==> src/afse_pkg.sv <==
`timescale 1ns / 1ps
// ----------------------------------------------------------------------------
// afse_pkg
// Shared types, codes and constants of the converter post-processing block.
// ----------------------------------------------------------------------------
package afse_pkg;

  // Item kinds
  localparam logic FUNC_MEASURE = 1'b0;
  localparam logic FUNC_ENERGY  = 1'b1;

  // Configuration register indexes
  localparam int CFG_IDX_W = 2;
  localparam logic [CFG_IDX_W-1:0] CFG_ENERGY_COEF    = 2'd0;
  localparam logic [CFG_IDX_W-1:0] CFG_CAPACITOR_COEF = 2'd1;
  localparam logic [CFG_IDX_W-1:0] CFG_SUPPLY_COEF    = 2'd2;

  localparam int COEF_W = 16;
  localparam logic [COEF_W-1:0] ENERGY_COEF_RST    = 16'd1401;
  localparam logic [COEF_W-1:0] CAPACITOR_COEF_RST = 16'd10932;
  localparam logic [COEF_W-1:0] SUPPLY_COEF_RST    = 16'd8800;

  localparam int FAST_W = 8;
  localparam int BYTE_W = 8;

  // Shared multiplier: signed A times unsigned coefficient
  localparam int MUL_A_W = 17;
  localparam int PROD_W  = MUL_A_W + COEF_W;
  localparam int SCALE_SHIFT = 16;

  typedef enum logic [2:0] {
    ST_IDLE,
    ST_FILT,
    ST_MUL1,
    ST_MUL2,
    ST_FIN
  } afse_state_t;

  typedef enum logic [1:0] {
    OP_CAP,
    OP_SUP,
    OP_SQUARE,
    OP_ENERGY
  } afse_op_t;

  typedef struct packed {
    logic     in_ready;
    logic     filt_upd;
    logic     mul_en;
    afse_op_t op;
    logic     held_cap_we;
    logic     load_out;
  } afse_ctl_t;

  // Scale product: floor shift by 16, then clip to one byte
  function automatic logic [BYTE_W-1:0] clip_prod(input logic signed [PROD_W-1:0] p);
    logic [BYTE_W-1:0] r;
    if (p[PROD_W-1]) begin
      r = '0;
    end else if (|p[PROD_W-2:SCALE_SHIFT+BYTE_W]) begin
      r = '1;
    end else begin
      r = p[SCALE_SHIFT+BYTE_W-1:SCALE_SHIFT];
    end
    return r;
  endfunction

endpackage

==> src/afse_if.sv <==
`timescale 1ns / 1ps
// ----------------------------------------------------------------------------
// afse_if
// Valid/ready channels: input items, result items and register writes.
// ----------------------------------------------------------------------------
interface afse_in_if #(parameter int SAMPLE_BITS = 12);
  logic                          valid;
  logic                          ready;
  logic                          func;
  logic signed [SAMPLE_BITS-1:0] capacitor_sample;
  logic signed [SAMPLE_BITS-1:0] supply_sample;
  logic                          prime;
  logic signed [7:0]             fast_sample;

  modport source (output valid, func, capacitor_sample, supply_sample, prime,
                  fast_sample, input ready);
  modport sink (input valid, func, capacitor_sample, supply_sample, prime,
                fast_sample, output ready);
endinterface

interface afse_out_if;
  logic       valid;
  logic       ready;
  logic [7:0] capacitor_volts;
  logic [7:0] supply_volts;
  logic [7:0] energy;

  modport source (output valid, capacitor_volts, supply_volts, energy, input ready);
  modport sink (input valid, capacitor_volts, supply_volts, energy, output ready);
endinterface

interface afse_cfg_if;
  logic        valid;
  logic        ready;
  logic [1:0]  index;
  logic [15:0] data;

  modport source (output valid, index, data, input ready);
  modport sink (input valid, index, data, output ready);
endinterface

==> src/afse_mul.sv <==
`timescale 1ns / 1ps
// ----------------------------------------------------------------------------
// afse_mul
// Shared multiplier: signed operand times unsigned coefficient, registered.
// ----------------------------------------------------------------------------
module afse_mul (
  input  logic                                  clk,
  input  logic                                  en,
  input  logic signed [afse_pkg::MUL_A_W-1:0]   a,
  input  logic        [afse_pkg::COEF_W-1:0]    b,
  output logic signed [afse_pkg::PROD_W-1:0]    prod
);
  import afse_pkg::*;

  logic signed [PROD_W-1:0] full;

  // Widen the coefficient with a zero sign bit; the product fits PROD_W bits
  assign full = a * $signed({1'b0, b});

  // Hold the product until the next enabled step
  always_ff @(posedge clk) begin
    if (en) begin
      prod <= full;
    end
  end

endmodule

==> src/adc_filter_scale_energy.sv <==
`timescale 1ns / 1ps
// ----------------------------------------------------------------------------
// adc_filter_scale_energy
// Filters capacitor and supply samples, scales them to voltage bytes, and
// answers energy queries from the fast sample, on one shared multiplier.
// ----------------------------------------------------------------------------
//  channel  dir  beat contents
//  in_ch    in   func, capacitor_sample, supply_sample, prime, fast_sample
//  out_ch   out  capacitor_volts, supply_volts, energy
//  cfg_ch   in   index, data (coefficient write)
//
//  A measure item goes through filter update, two multiplier passes and finish
//  before its result loads; an energy query goes through square, scale and
//  finish. Both kinds share the single multiplier.
//  Reset restores the coefficients and clears filters and held bytes.
//  The input is not ready while an item is at work; a stalled result waits in
//  the output register, and a new item may be accepted meanwhile.
// ----------------------------------------------------------------------------
module adc_filter_scale_energy #(
  parameter int SAMPLE_BITS = 12
) (
  input  logic clk,
  input  logic rst,
  afse_in_if.sink    in_ch,
  afse_out_if.source out_ch,
  afse_cfg_if.sink   cfg_ch
);
  import afse_pkg::*;

  afse_state_t state, state_next;
  afse_ctl_t   ctl;

  // Coefficients
  logic [COEF_W-1:0] energy_coef, cap_coef, sup_coef;

  // Item registers
  logic                          item_func;
  logic                          item_prime;
  logic signed [SAMPLE_BITS-1:0] item_cap;
  logic signed [SAMPLE_BITS-1:0] item_sup;
  logic signed [FAST_W-1:0]      item_fast;

  // Filter and held state
  logic signed [SAMPLE_BITS-1:0] cap_filter, sup_filter;
  logic signed [SAMPLE_BITS-1:0] cap_filter_next, sup_filter_next;
  logic [BYTE_W-1:0]             held_cap, held_sup;

  logic signed [SAMPLE_BITS:0]   cap_sum;
  logic signed [SAMPLE_BITS+3:0] sup_sum;

  logic signed [MUL_A_W-1:0] mul_a;
  logic        [COEF_W-1:0]  mul_b;
  logic signed [PROD_W-1:0]  prod;
  logic [BYTE_W-1:0]         prod_byte;
  logic                      fast_pos;

  logic in_acc;

  assign cfg_ch.ready = 1'b1;
  assign in_ch.ready  = ctl.in_ready;
  assign in_acc       = in_ch.valid & ctl.in_ready;
  assign prod_byte    = clip_prod(prod);
  assign fast_pos     = !item_fast[FAST_W-1] && (|item_fast);

  // Next state
  always_comb begin
    state_next = state;
    case (state)
      ST_IDLE: begin
        if (in_acc) begin
          state_next = (in_ch.func == FUNC_ENERGY) ? ST_MUL1 : ST_FILT;
        end
      end
      ST_FILT: state_next = ST_MUL1;
      ST_MUL1: state_next = ST_MUL2;
      ST_MUL2: state_next = ST_FIN;
      ST_FIN: begin
        if (!out_ch.valid || out_ch.ready) begin
          state_next = ST_IDLE;
        end
      end
      default: state_next = ST_IDLE;
    endcase
  end

  // Control outputs
  always_comb begin
    ctl = '0;
    ctl.op = OP_CAP;
    case (state)
      ST_IDLE: ctl.in_ready = 1'b1;
      ST_FILT: ctl.filt_upd = 1'b1;
      ST_MUL1: begin
        ctl.mul_en = 1'b1;
        ctl.op     = (item_func == FUNC_ENERGY) ? OP_SQUARE : OP_CAP;
      end
      ST_MUL2: begin
        ctl.mul_en      = 1'b1;
        ctl.op          = (item_func == FUNC_ENERGY) ? OP_ENERGY : OP_SUP;
        ctl.held_cap_we = (item_func == FUNC_MEASURE);
      end
      ST_FIN: ctl.load_out = !out_ch.valid || out_ch.ready;
      default: ctl = '0;
    endcase
  end

  always_ff @(posedge clk) begin
    if (rst) begin
      state <= ST_IDLE;
    end else begin
      state <= state_next;
    end
  end

  // Coefficient writes; unknown index is dropped
  always_ff @(posedge clk) begin
    if (rst) begin
      energy_coef <= ENERGY_COEF_RST;
      cap_coef    <= CAPACITOR_COEF_RST;
      sup_coef    <= SUPPLY_COEF_RST;
    end else if (cfg_ch.valid) begin
      case (cfg_ch.index)
        CFG_ENERGY_COEF:    energy_coef <= cfg_ch.data;
        CFG_CAPACITOR_COEF: cap_coef    <= cfg_ch.data;
        CFG_SUPPLY_COEF:    sup_coef    <= cfg_ch.data;
        default: ;
      endcase
    end
  end

  // Capture the item beat
  always_ff @(posedge clk) begin
    if (in_acc) begin
      item_func  <= in_ch.func;
      item_prime <= in_ch.prime;
      item_cap   <= in_ch.capacitor_sample;
      item_sup   <= in_ch.supply_sample;
      item_fast  <= in_ch.fast_sample;
    end
  end

  // Filter update: rounded mean and 7/8 leak, floor shifts; prime loads the sample
  always_comb begin
    cap_sum = {cap_filter[SAMPLE_BITS-1], cap_filter}
            + {item_cap[SAMPLE_BITS-1], item_cap}
            + (SAMPLE_BITS+1)'(1);
    sup_sum = ((SAMPLE_BITS+4)'(sup_filter) <<< 3) - (SAMPLE_BITS+4)'(sup_filter)
            + (SAMPLE_BITS+4)'(item_sup) + (SAMPLE_BITS+4)'(4);
    if (item_prime) begin
      cap_filter_next = item_cap;
      sup_filter_next = item_sup;
    end else begin
      cap_filter_next = cap_sum[SAMPLE_BITS:1];
      sup_filter_next = sup_sum[SAMPLE_BITS+2:3];
    end
  end

  always_ff @(posedge clk) begin
    if (rst) begin
      cap_filter <= '0;
      sup_filter <= '0;
    end else if (ctl.filt_upd) begin
      cap_filter <= cap_filter_next;
      sup_filter <= sup_filter_next;
    end
  end

  // Select multiplier operands
  always_comb begin
    case (ctl.op)
      OP_CAP: begin
        mul_a = MUL_A_W'(cap_filter);
        mul_b = cap_coef;
      end
      OP_SUP: begin
        mul_a = MUL_A_W'(sup_filter);
        mul_b = sup_coef;
      end
      OP_SQUARE: begin
        mul_a = MUL_A_W'(item_fast);
        mul_b = {{(COEF_W-FAST_W){1'b0}}, item_fast};
      end
      OP_ENERGY: begin
        mul_a = prod[MUL_A_W-1:0];
        mul_b = energy_coef;
      end
      default: begin
        mul_a = '0;
        mul_b = '0;
      end
    endcase
  end

  afse_mul u_mul (
    .clk  (clk),
    .en   (ctl.mul_en),
    .a    (mul_a),
    .b    (mul_b),
    .prod (prod)
  );

  // Held voltage bytes
  always_ff @(posedge clk) begin
    if (rst) begin
      held_cap <= '0;
      held_sup <= '0;
    end else begin
      if (ctl.held_cap_we) begin
        held_cap <= prod_byte;
      end
      if (ctl.load_out && item_func == FUNC_MEASURE) begin
        held_sup <= prod_byte;
      end
    end
  end

  // Output register: load the result beat, drop it when taken
  always_ff @(posedge clk) begin
    if (rst) begin
      out_ch.valid <= 1'b0;
    end else if (ctl.load_out) begin
      out_ch.valid <= 1'b1;
    end else if (out_ch.ready) begin
      out_ch.valid <= 1'b0;
    end
  end

  always_ff @(posedge clk) begin
    if (ctl.load_out) begin
      out_ch.capacitor_volts <= held_cap;
      if (item_func == FUNC_MEASURE) begin
        out_ch.supply_volts <= prod_byte;
        out_ch.energy       <= '0;
      end else begin
        out_ch.supply_volts <= held_sup;
        out_ch.energy       <= fast_pos ? prod_byte : '0;
      end
    end
  end

endmodule
==> src/flat_wrapper.sv <==
// flat-port wrapper written by rule: the top's interface ports become plain ports
module adc_filter_scale_energy_flat import afse_pkg::*;
#(
  parameter int SAMPLE_BITS = 12
)
  (clk, rst, in_ch_valid, in_ch_func, in_ch_capacitor_sample, in_ch_supply_sample, in_ch_prime, in_ch_fast_sample, in_ch_ready, out_ch_valid, out_ch_capacitor_volts, out_ch_supply_volts, out_ch_energy, out_ch_ready, cfg_ch_valid, cfg_ch_index, cfg_ch_data, cfg_ch_ready);
  afse_in_if #(.SAMPLE_BITS(SAMPLE_BITS)) in_ch_i ();
  afse_out_if out_ch_i ();
  afse_cfg_if cfg_ch_i ();
  input  logic clk;
  input  logic rst;
  input wire logic [$bits(in_ch_i.valid)-1:0] in_ch_valid;
  input wire logic [$bits(in_ch_i.func)-1:0] in_ch_func;
  input wire logic [$bits(in_ch_i.capacitor_sample)-1:0] in_ch_capacitor_sample;
  input wire logic [$bits(in_ch_i.supply_sample)-1:0] in_ch_supply_sample;
  input wire logic [$bits(in_ch_i.prime)-1:0] in_ch_prime;
  input wire logic [$bits(in_ch_i.fast_sample)-1:0] in_ch_fast_sample;
  output wire logic [$bits(in_ch_i.ready)-1:0] in_ch_ready;
  output wire logic [$bits(out_ch_i.valid)-1:0] out_ch_valid;
  output wire logic [$bits(out_ch_i.capacitor_volts)-1:0] out_ch_capacitor_volts;
  output wire logic [$bits(out_ch_i.supply_volts)-1:0] out_ch_supply_volts;
  output wire logic [$bits(out_ch_i.energy)-1:0] out_ch_energy;
  input wire logic [$bits(out_ch_i.ready)-1:0] out_ch_ready;
  input wire logic [$bits(cfg_ch_i.valid)-1:0] cfg_ch_valid;
  input wire logic [$bits(cfg_ch_i.index)-1:0] cfg_ch_index;
  input wire logic [$bits(cfg_ch_i.data)-1:0] cfg_ch_data;
  output wire logic [$bits(cfg_ch_i.ready)-1:0] cfg_ch_ready;
  assign in_ch_i.valid = in_ch_valid;
  assign in_ch_i.func = in_ch_func;
  assign in_ch_i.capacitor_sample = in_ch_capacitor_sample;
  assign in_ch_i.supply_sample = in_ch_supply_sample;
  assign in_ch_i.prime = in_ch_prime;
  assign in_ch_i.fast_sample = in_ch_fast_sample;
  assign in_ch_ready = in_ch_i.ready;
  assign out_ch_valid = out_ch_i.valid;
  assign out_ch_capacitor_volts = out_ch_i.capacitor_volts;
  assign out_ch_supply_volts = out_ch_i.supply_volts;
  assign out_ch_energy = out_ch_i.energy;
  assign out_ch_i.ready = out_ch_ready;
  assign cfg_ch_i.valid = cfg_ch_valid;
  assign cfg_ch_i.index = cfg_ch_index;
  assign cfg_ch_i.data = cfg_ch_data;
  assign cfg_ch_ready = cfg_ch_i.ready;
  adc_filter_scale_energy #(.SAMPLE_BITS(SAMPLE_BITS)) u_core (.clk(clk), .rst(rst), .in_ch(in_ch_i), .out_ch(out_ch_i), .cfg_ch(cfg_ch_i));
endmodule
==> config.mk <==
export PLATFORM = sky130hd
export DESIGN_NAME = adc_filter_scale_energy_flat
export DESIGN_NICKNAME = d
export VERILOG_FILES = /design/src/afse_pkg.sv /design/src/afse_if.sv /design/src/afse_mul.sv /design/src/adc_filter_scale_energy.sv /design/src/flat_wrapper.sv
export SDC_FILE = /design/constraint.sdc
export NUM_CORES = 1
export LEC_CHECK = 0
export BUFFER_PORTS_ARGS = -buffer_cell sky130_fd_sc_hd__buf_2
export CORE_UTILIZATION = 30
export CTS_CLUSTER_DIAMETER = 30
export CTS_CLUSTER_SIZE = 8
export DETAILED_ROUTE_END_ITERATION = 8
export MAX_ROUTING_LAYER = met4
export SETUP_SLACK_MARGIN = 0.5
export SYNTH_ARGS = -nofsm -noshare
export SYNTH_HDL_FRONTEND = slang
export SYNTH_HIERARCHICAL = 1
export SYNTH_SLANG_ARGS = --single-unit
==> constraint.sdc <==
create_clock -name clk -period 19.4 [get_ports clk]
set_input_delay 0.97 -clock clk [delete_from_list [all_inputs] [get_ports clk]]
set_output_delay 0.97 -clock clk [all_outputs]
set_load 0.1 [all_outputs]
==> impl_metrics.csv <==
group,metric,value,unit
floorplan,coreArea,0.0632,mm^2
timing,finalCriticalPeriod,8.27,ns
layout,synthToLayoutAreaGrowth,10.4,%
layout,design.final.nets,2581,
detailed_routing,firstDrtPassIters,6,
detailed_routing,totalWireLength,47.1,mm
global_route,met2_usage,26.7,%
timing,finalCritPeriodShare,42.6,%
detailed_routing,drtIter0Drc,794,
worst_setup_path,critPathLaunchType,"flip-flop",
floorplan,die_h,255,um
timing,tns,0,ns
clock_network,max-clock-path-buffers,2,
floorplan,die_area,0.0652,mm^2
worst_setup_path,worst-endpoint-arrival,8.47,ns
detailed_routing,dr_total_vias,14100,
place,place_congestion,0.865,
synthesis,synth_seq_cells,183,
detailed_routing,wl_per_cell,15.8,um
synthesis,ys_top_cells_by_count,"inv_1, nand2_1, fa_1, and2_1, ha_1",
clock_network,h-tree-depth,4,
floorplan,rows,92,
outcome,status,"finished clean",
synthesis,syn-mean-instance-area,9.25,um^2
timing,hold_viol,0,
synthesis,synth-edff-count,91,
worst_setup_path,critPathMaxStageDelay,0.75,ns
clock_network,clock-root-buffer,"clkbuf_16",
synthesis,synth_compound_gate_area_share,8.73,%
timing,max_freq,121,MHz
synthesis,synthFlopType,"dfxtp_1",
power,leakage,0.00966,uW
power,peakVddDrop,68.9,uV
layout,num_antenna_cells,0,
clock_network,post_cts_resized,0,
timing,clock_skew,0.0220,ns
worst_setup_path,crit_top_cell,"fa_1",
synthesis,synth_area,0.0192,mm^2
detailed_routing,ant_nets,0,
synthesis,seq_area_frac_synth,23.8,%
global_route,grt_pass1_wl,78.1,mm
timing,maxSlewViolCount,0,
synthesis,yosysWarnings,6,
clock_network,hold_buffers,0,
global_route,grt-busiest-layer,"met2",
worst_setup_path,worstPathMaxFanout,37,
synthesis,synth_fp_nets,2534,
synthesis,synth_top_family_by_area,"adder cells",
place,numPortBuffers,82,
global_route,grt_antenna_before_repair,0,
global_route,grt_usage,15.6,%
job,timing.max_cap.violations,0,
synthesis,synth_area_leaders,"fa_1, edfxtp_1, dfxtp_1, inv_1, ha_1",
timing,relSlewSlack,12.6,%
timing,setup_viol,0,
synthesis,synth.largest_area_cell,"fa_1",
synthesis,yosys.cell_count.top_type,"inv_1",
clock_network,cts_buffers,17,
synthesis,synth_adder_area_share,36.9,%
synthesis,yosys.area_share.simple,16.2,%
synthesis,synthXorXnorAreaFrac,2.32,%
detailed_routing,drc,0,
place,dp.cells,2955,
timing,worst_pin_slew,1.30,ns
clock_network,cts_setup_buffers,0,
synthesis,synth_cell_types,74,
worst_setup_path,path_class,"flip-flop to flip-flop",
global_route,grt_remaining_overflow,0,
synthesis,synth_top_area_share,29.8,%
worst_setup_path,required,19.61,ns
floorplan,die_w,255,um
clock_network,clkLatencyLatePin,0.46,ns
timing,rsz0062_at_grt,"no",
power,pwr_density_cell,98.7,mW/mm^2
floorplan,initial_core_util,30.5,%
global_route,grt_pass1_vias,15200,
clock_network,cts_sinks,183,
worst_setup_path,cp_slowest_cell,"or2_2",
synthesis,postSynthCellCount,2081,
global_route,grtUsageMet1,19.1,%
global_route,use_met3,1.81,%
synthesis,synthMuxAreaShare,2.25,%
global_route,grt_max_degree,69,
layout,instances_no_fill,2987,
clock_network,tritoncts,"built",
place,hpwlAfterDp,36.7,mm
worst_hold_path,holdCritPathClass,"flip-flop to flip-flop",
synthesis,synthArstFlopShare,0,%
worst_setup_path,cp-end-kind,"flip-flop",
detailed_routing,via_per_inst,4.71,
layout,drive_gt1_share,8.64,%
floorplan,ios,84,
clock_network,clk_pin_slew,0.08,ns
[power breakdown]
group          total, uW  internal (uW)  switching [uW]
registers            521            491            29.8
clock network        359            199             161
logic               1220            491             726
[kinds of logic (layout without fill, tap and decap cells)]
kind of cell | Yosys count | after routing
flops | 183 | 183
fa+ha+maj | 396 | 396
simple gates | 653 | 653
mux | 43 | 43
xor+xnor | 51 | 51
buf+inv | 501 | 561
compound gates | 253 | 253
other cells | 1 | 1
[metrics by stage]
step                      area (um^2)  util (%)  setup WS [ns]  power (uW)  hold WS, ns
after floorplan                 19200         -          12.26        1450        0.402
after global placement          20600      32.7          11.46        1710        0.419
after global routing            21200      33.6          10.66        2300        0.439
final                           21200      33.6          11.13        2100        0.433
after CTS                       21200      33.6          11.17        2110        0.435
after detailed placement        20600      32.7          11.18        1750        0.418
[critical path: cells and delay by family (launching register included)]
kind	cells	cell delay, ns
and+or+nand+nor	10	2.50
adders and majority gates	7	3.60
DFF	1	0.70
AOI/OAI and AO/OA	4	0.81
buffers and inverters	4	0.37
[layout by cell type (no fill, tap or decap), types with 4 or more instances in the layout]
cell and instances:
o21ai_0 43, a21oi_1 76, a211oi_1 12, inv_1 420, or2_2 11, nand3_1 14
buf_4 27, mux2i_1 41, o21ai_1 4, nor4_1 5, o31ai_1 5, o211ai_1 23
nand4_1 5, xor2_1 14, edfxtp_1 91, a31oi_1 9, and3_1 7, fa_1 286
ha_1 110, nor2b_1 4, buf_2 82, nand3b_1 25, o22ai_1 4, nor2_1 74
inv_6 4, and2_1 124, o21a_1 8, or3_1 8, nand2_1 332, o21ai_2 6
clkbuf_16 19, a31o_2 6, nor3_1 20, xnor2_1 37, dfxtp_1 92, o21bai_1 5
a21o_1 21
[final timing paths]
kind	depth (start not counted)	start	end	slack (ns)
setup reg to reg	25	u_core/state[2]$_SDFFE_PP0P_	u_core/u_mul/prod[31]$_DFFE_PP_	11.13
hold / removal	0	u_core/held_cap[7]$_SDFFE_PP0P_	u_core/out_ch.capacitor_volts[7]$_DFFE_PP_	0.43
hold reg to reg	0	u_core/held_cap[7]$_SDFFE_PP0P_	u_core/out_ch.capacitor_volts[7]$_DFFE_PP_	0.43
setup / recovery	25	u_core/state[2]$_SDFFE_PP0P_	u_core/u_mul/prod[31]$_DFFE_PP_	11.13
[per-layer routing]
| metal | wire, um | share of wire [%] |
|---|---|---|
| met3 | 1880 | 4.0 |
| met5 | 0 | 0 |
| met1 | 20500 | 44 |
| met4 | 1350 | 2.9 |
| met2 | 23400 | 50 |
[registers in the layout, indices dropped and copies added (netlist names), 12 cells and up]
register	cells
u_core/cap_coef	16
u_core/sup_coef	16
u_core/item_cap	12
u_core/u_mul/prod	33
u_core/energy_coef	16
u_core/sup_filter	12
u_core/cap_filter	12
u_core/item_sup	12
[cell type report]
type,count,area [um^2]
inverter,420,1580
clock inverter,10,106
fill,6435,42000
tap,846,1060
timing repair buffer,109,613
clock buffer,22,497
multi-input combinational,1397,12800
sequential,183,4570
(Power assumes the default switching activity.)
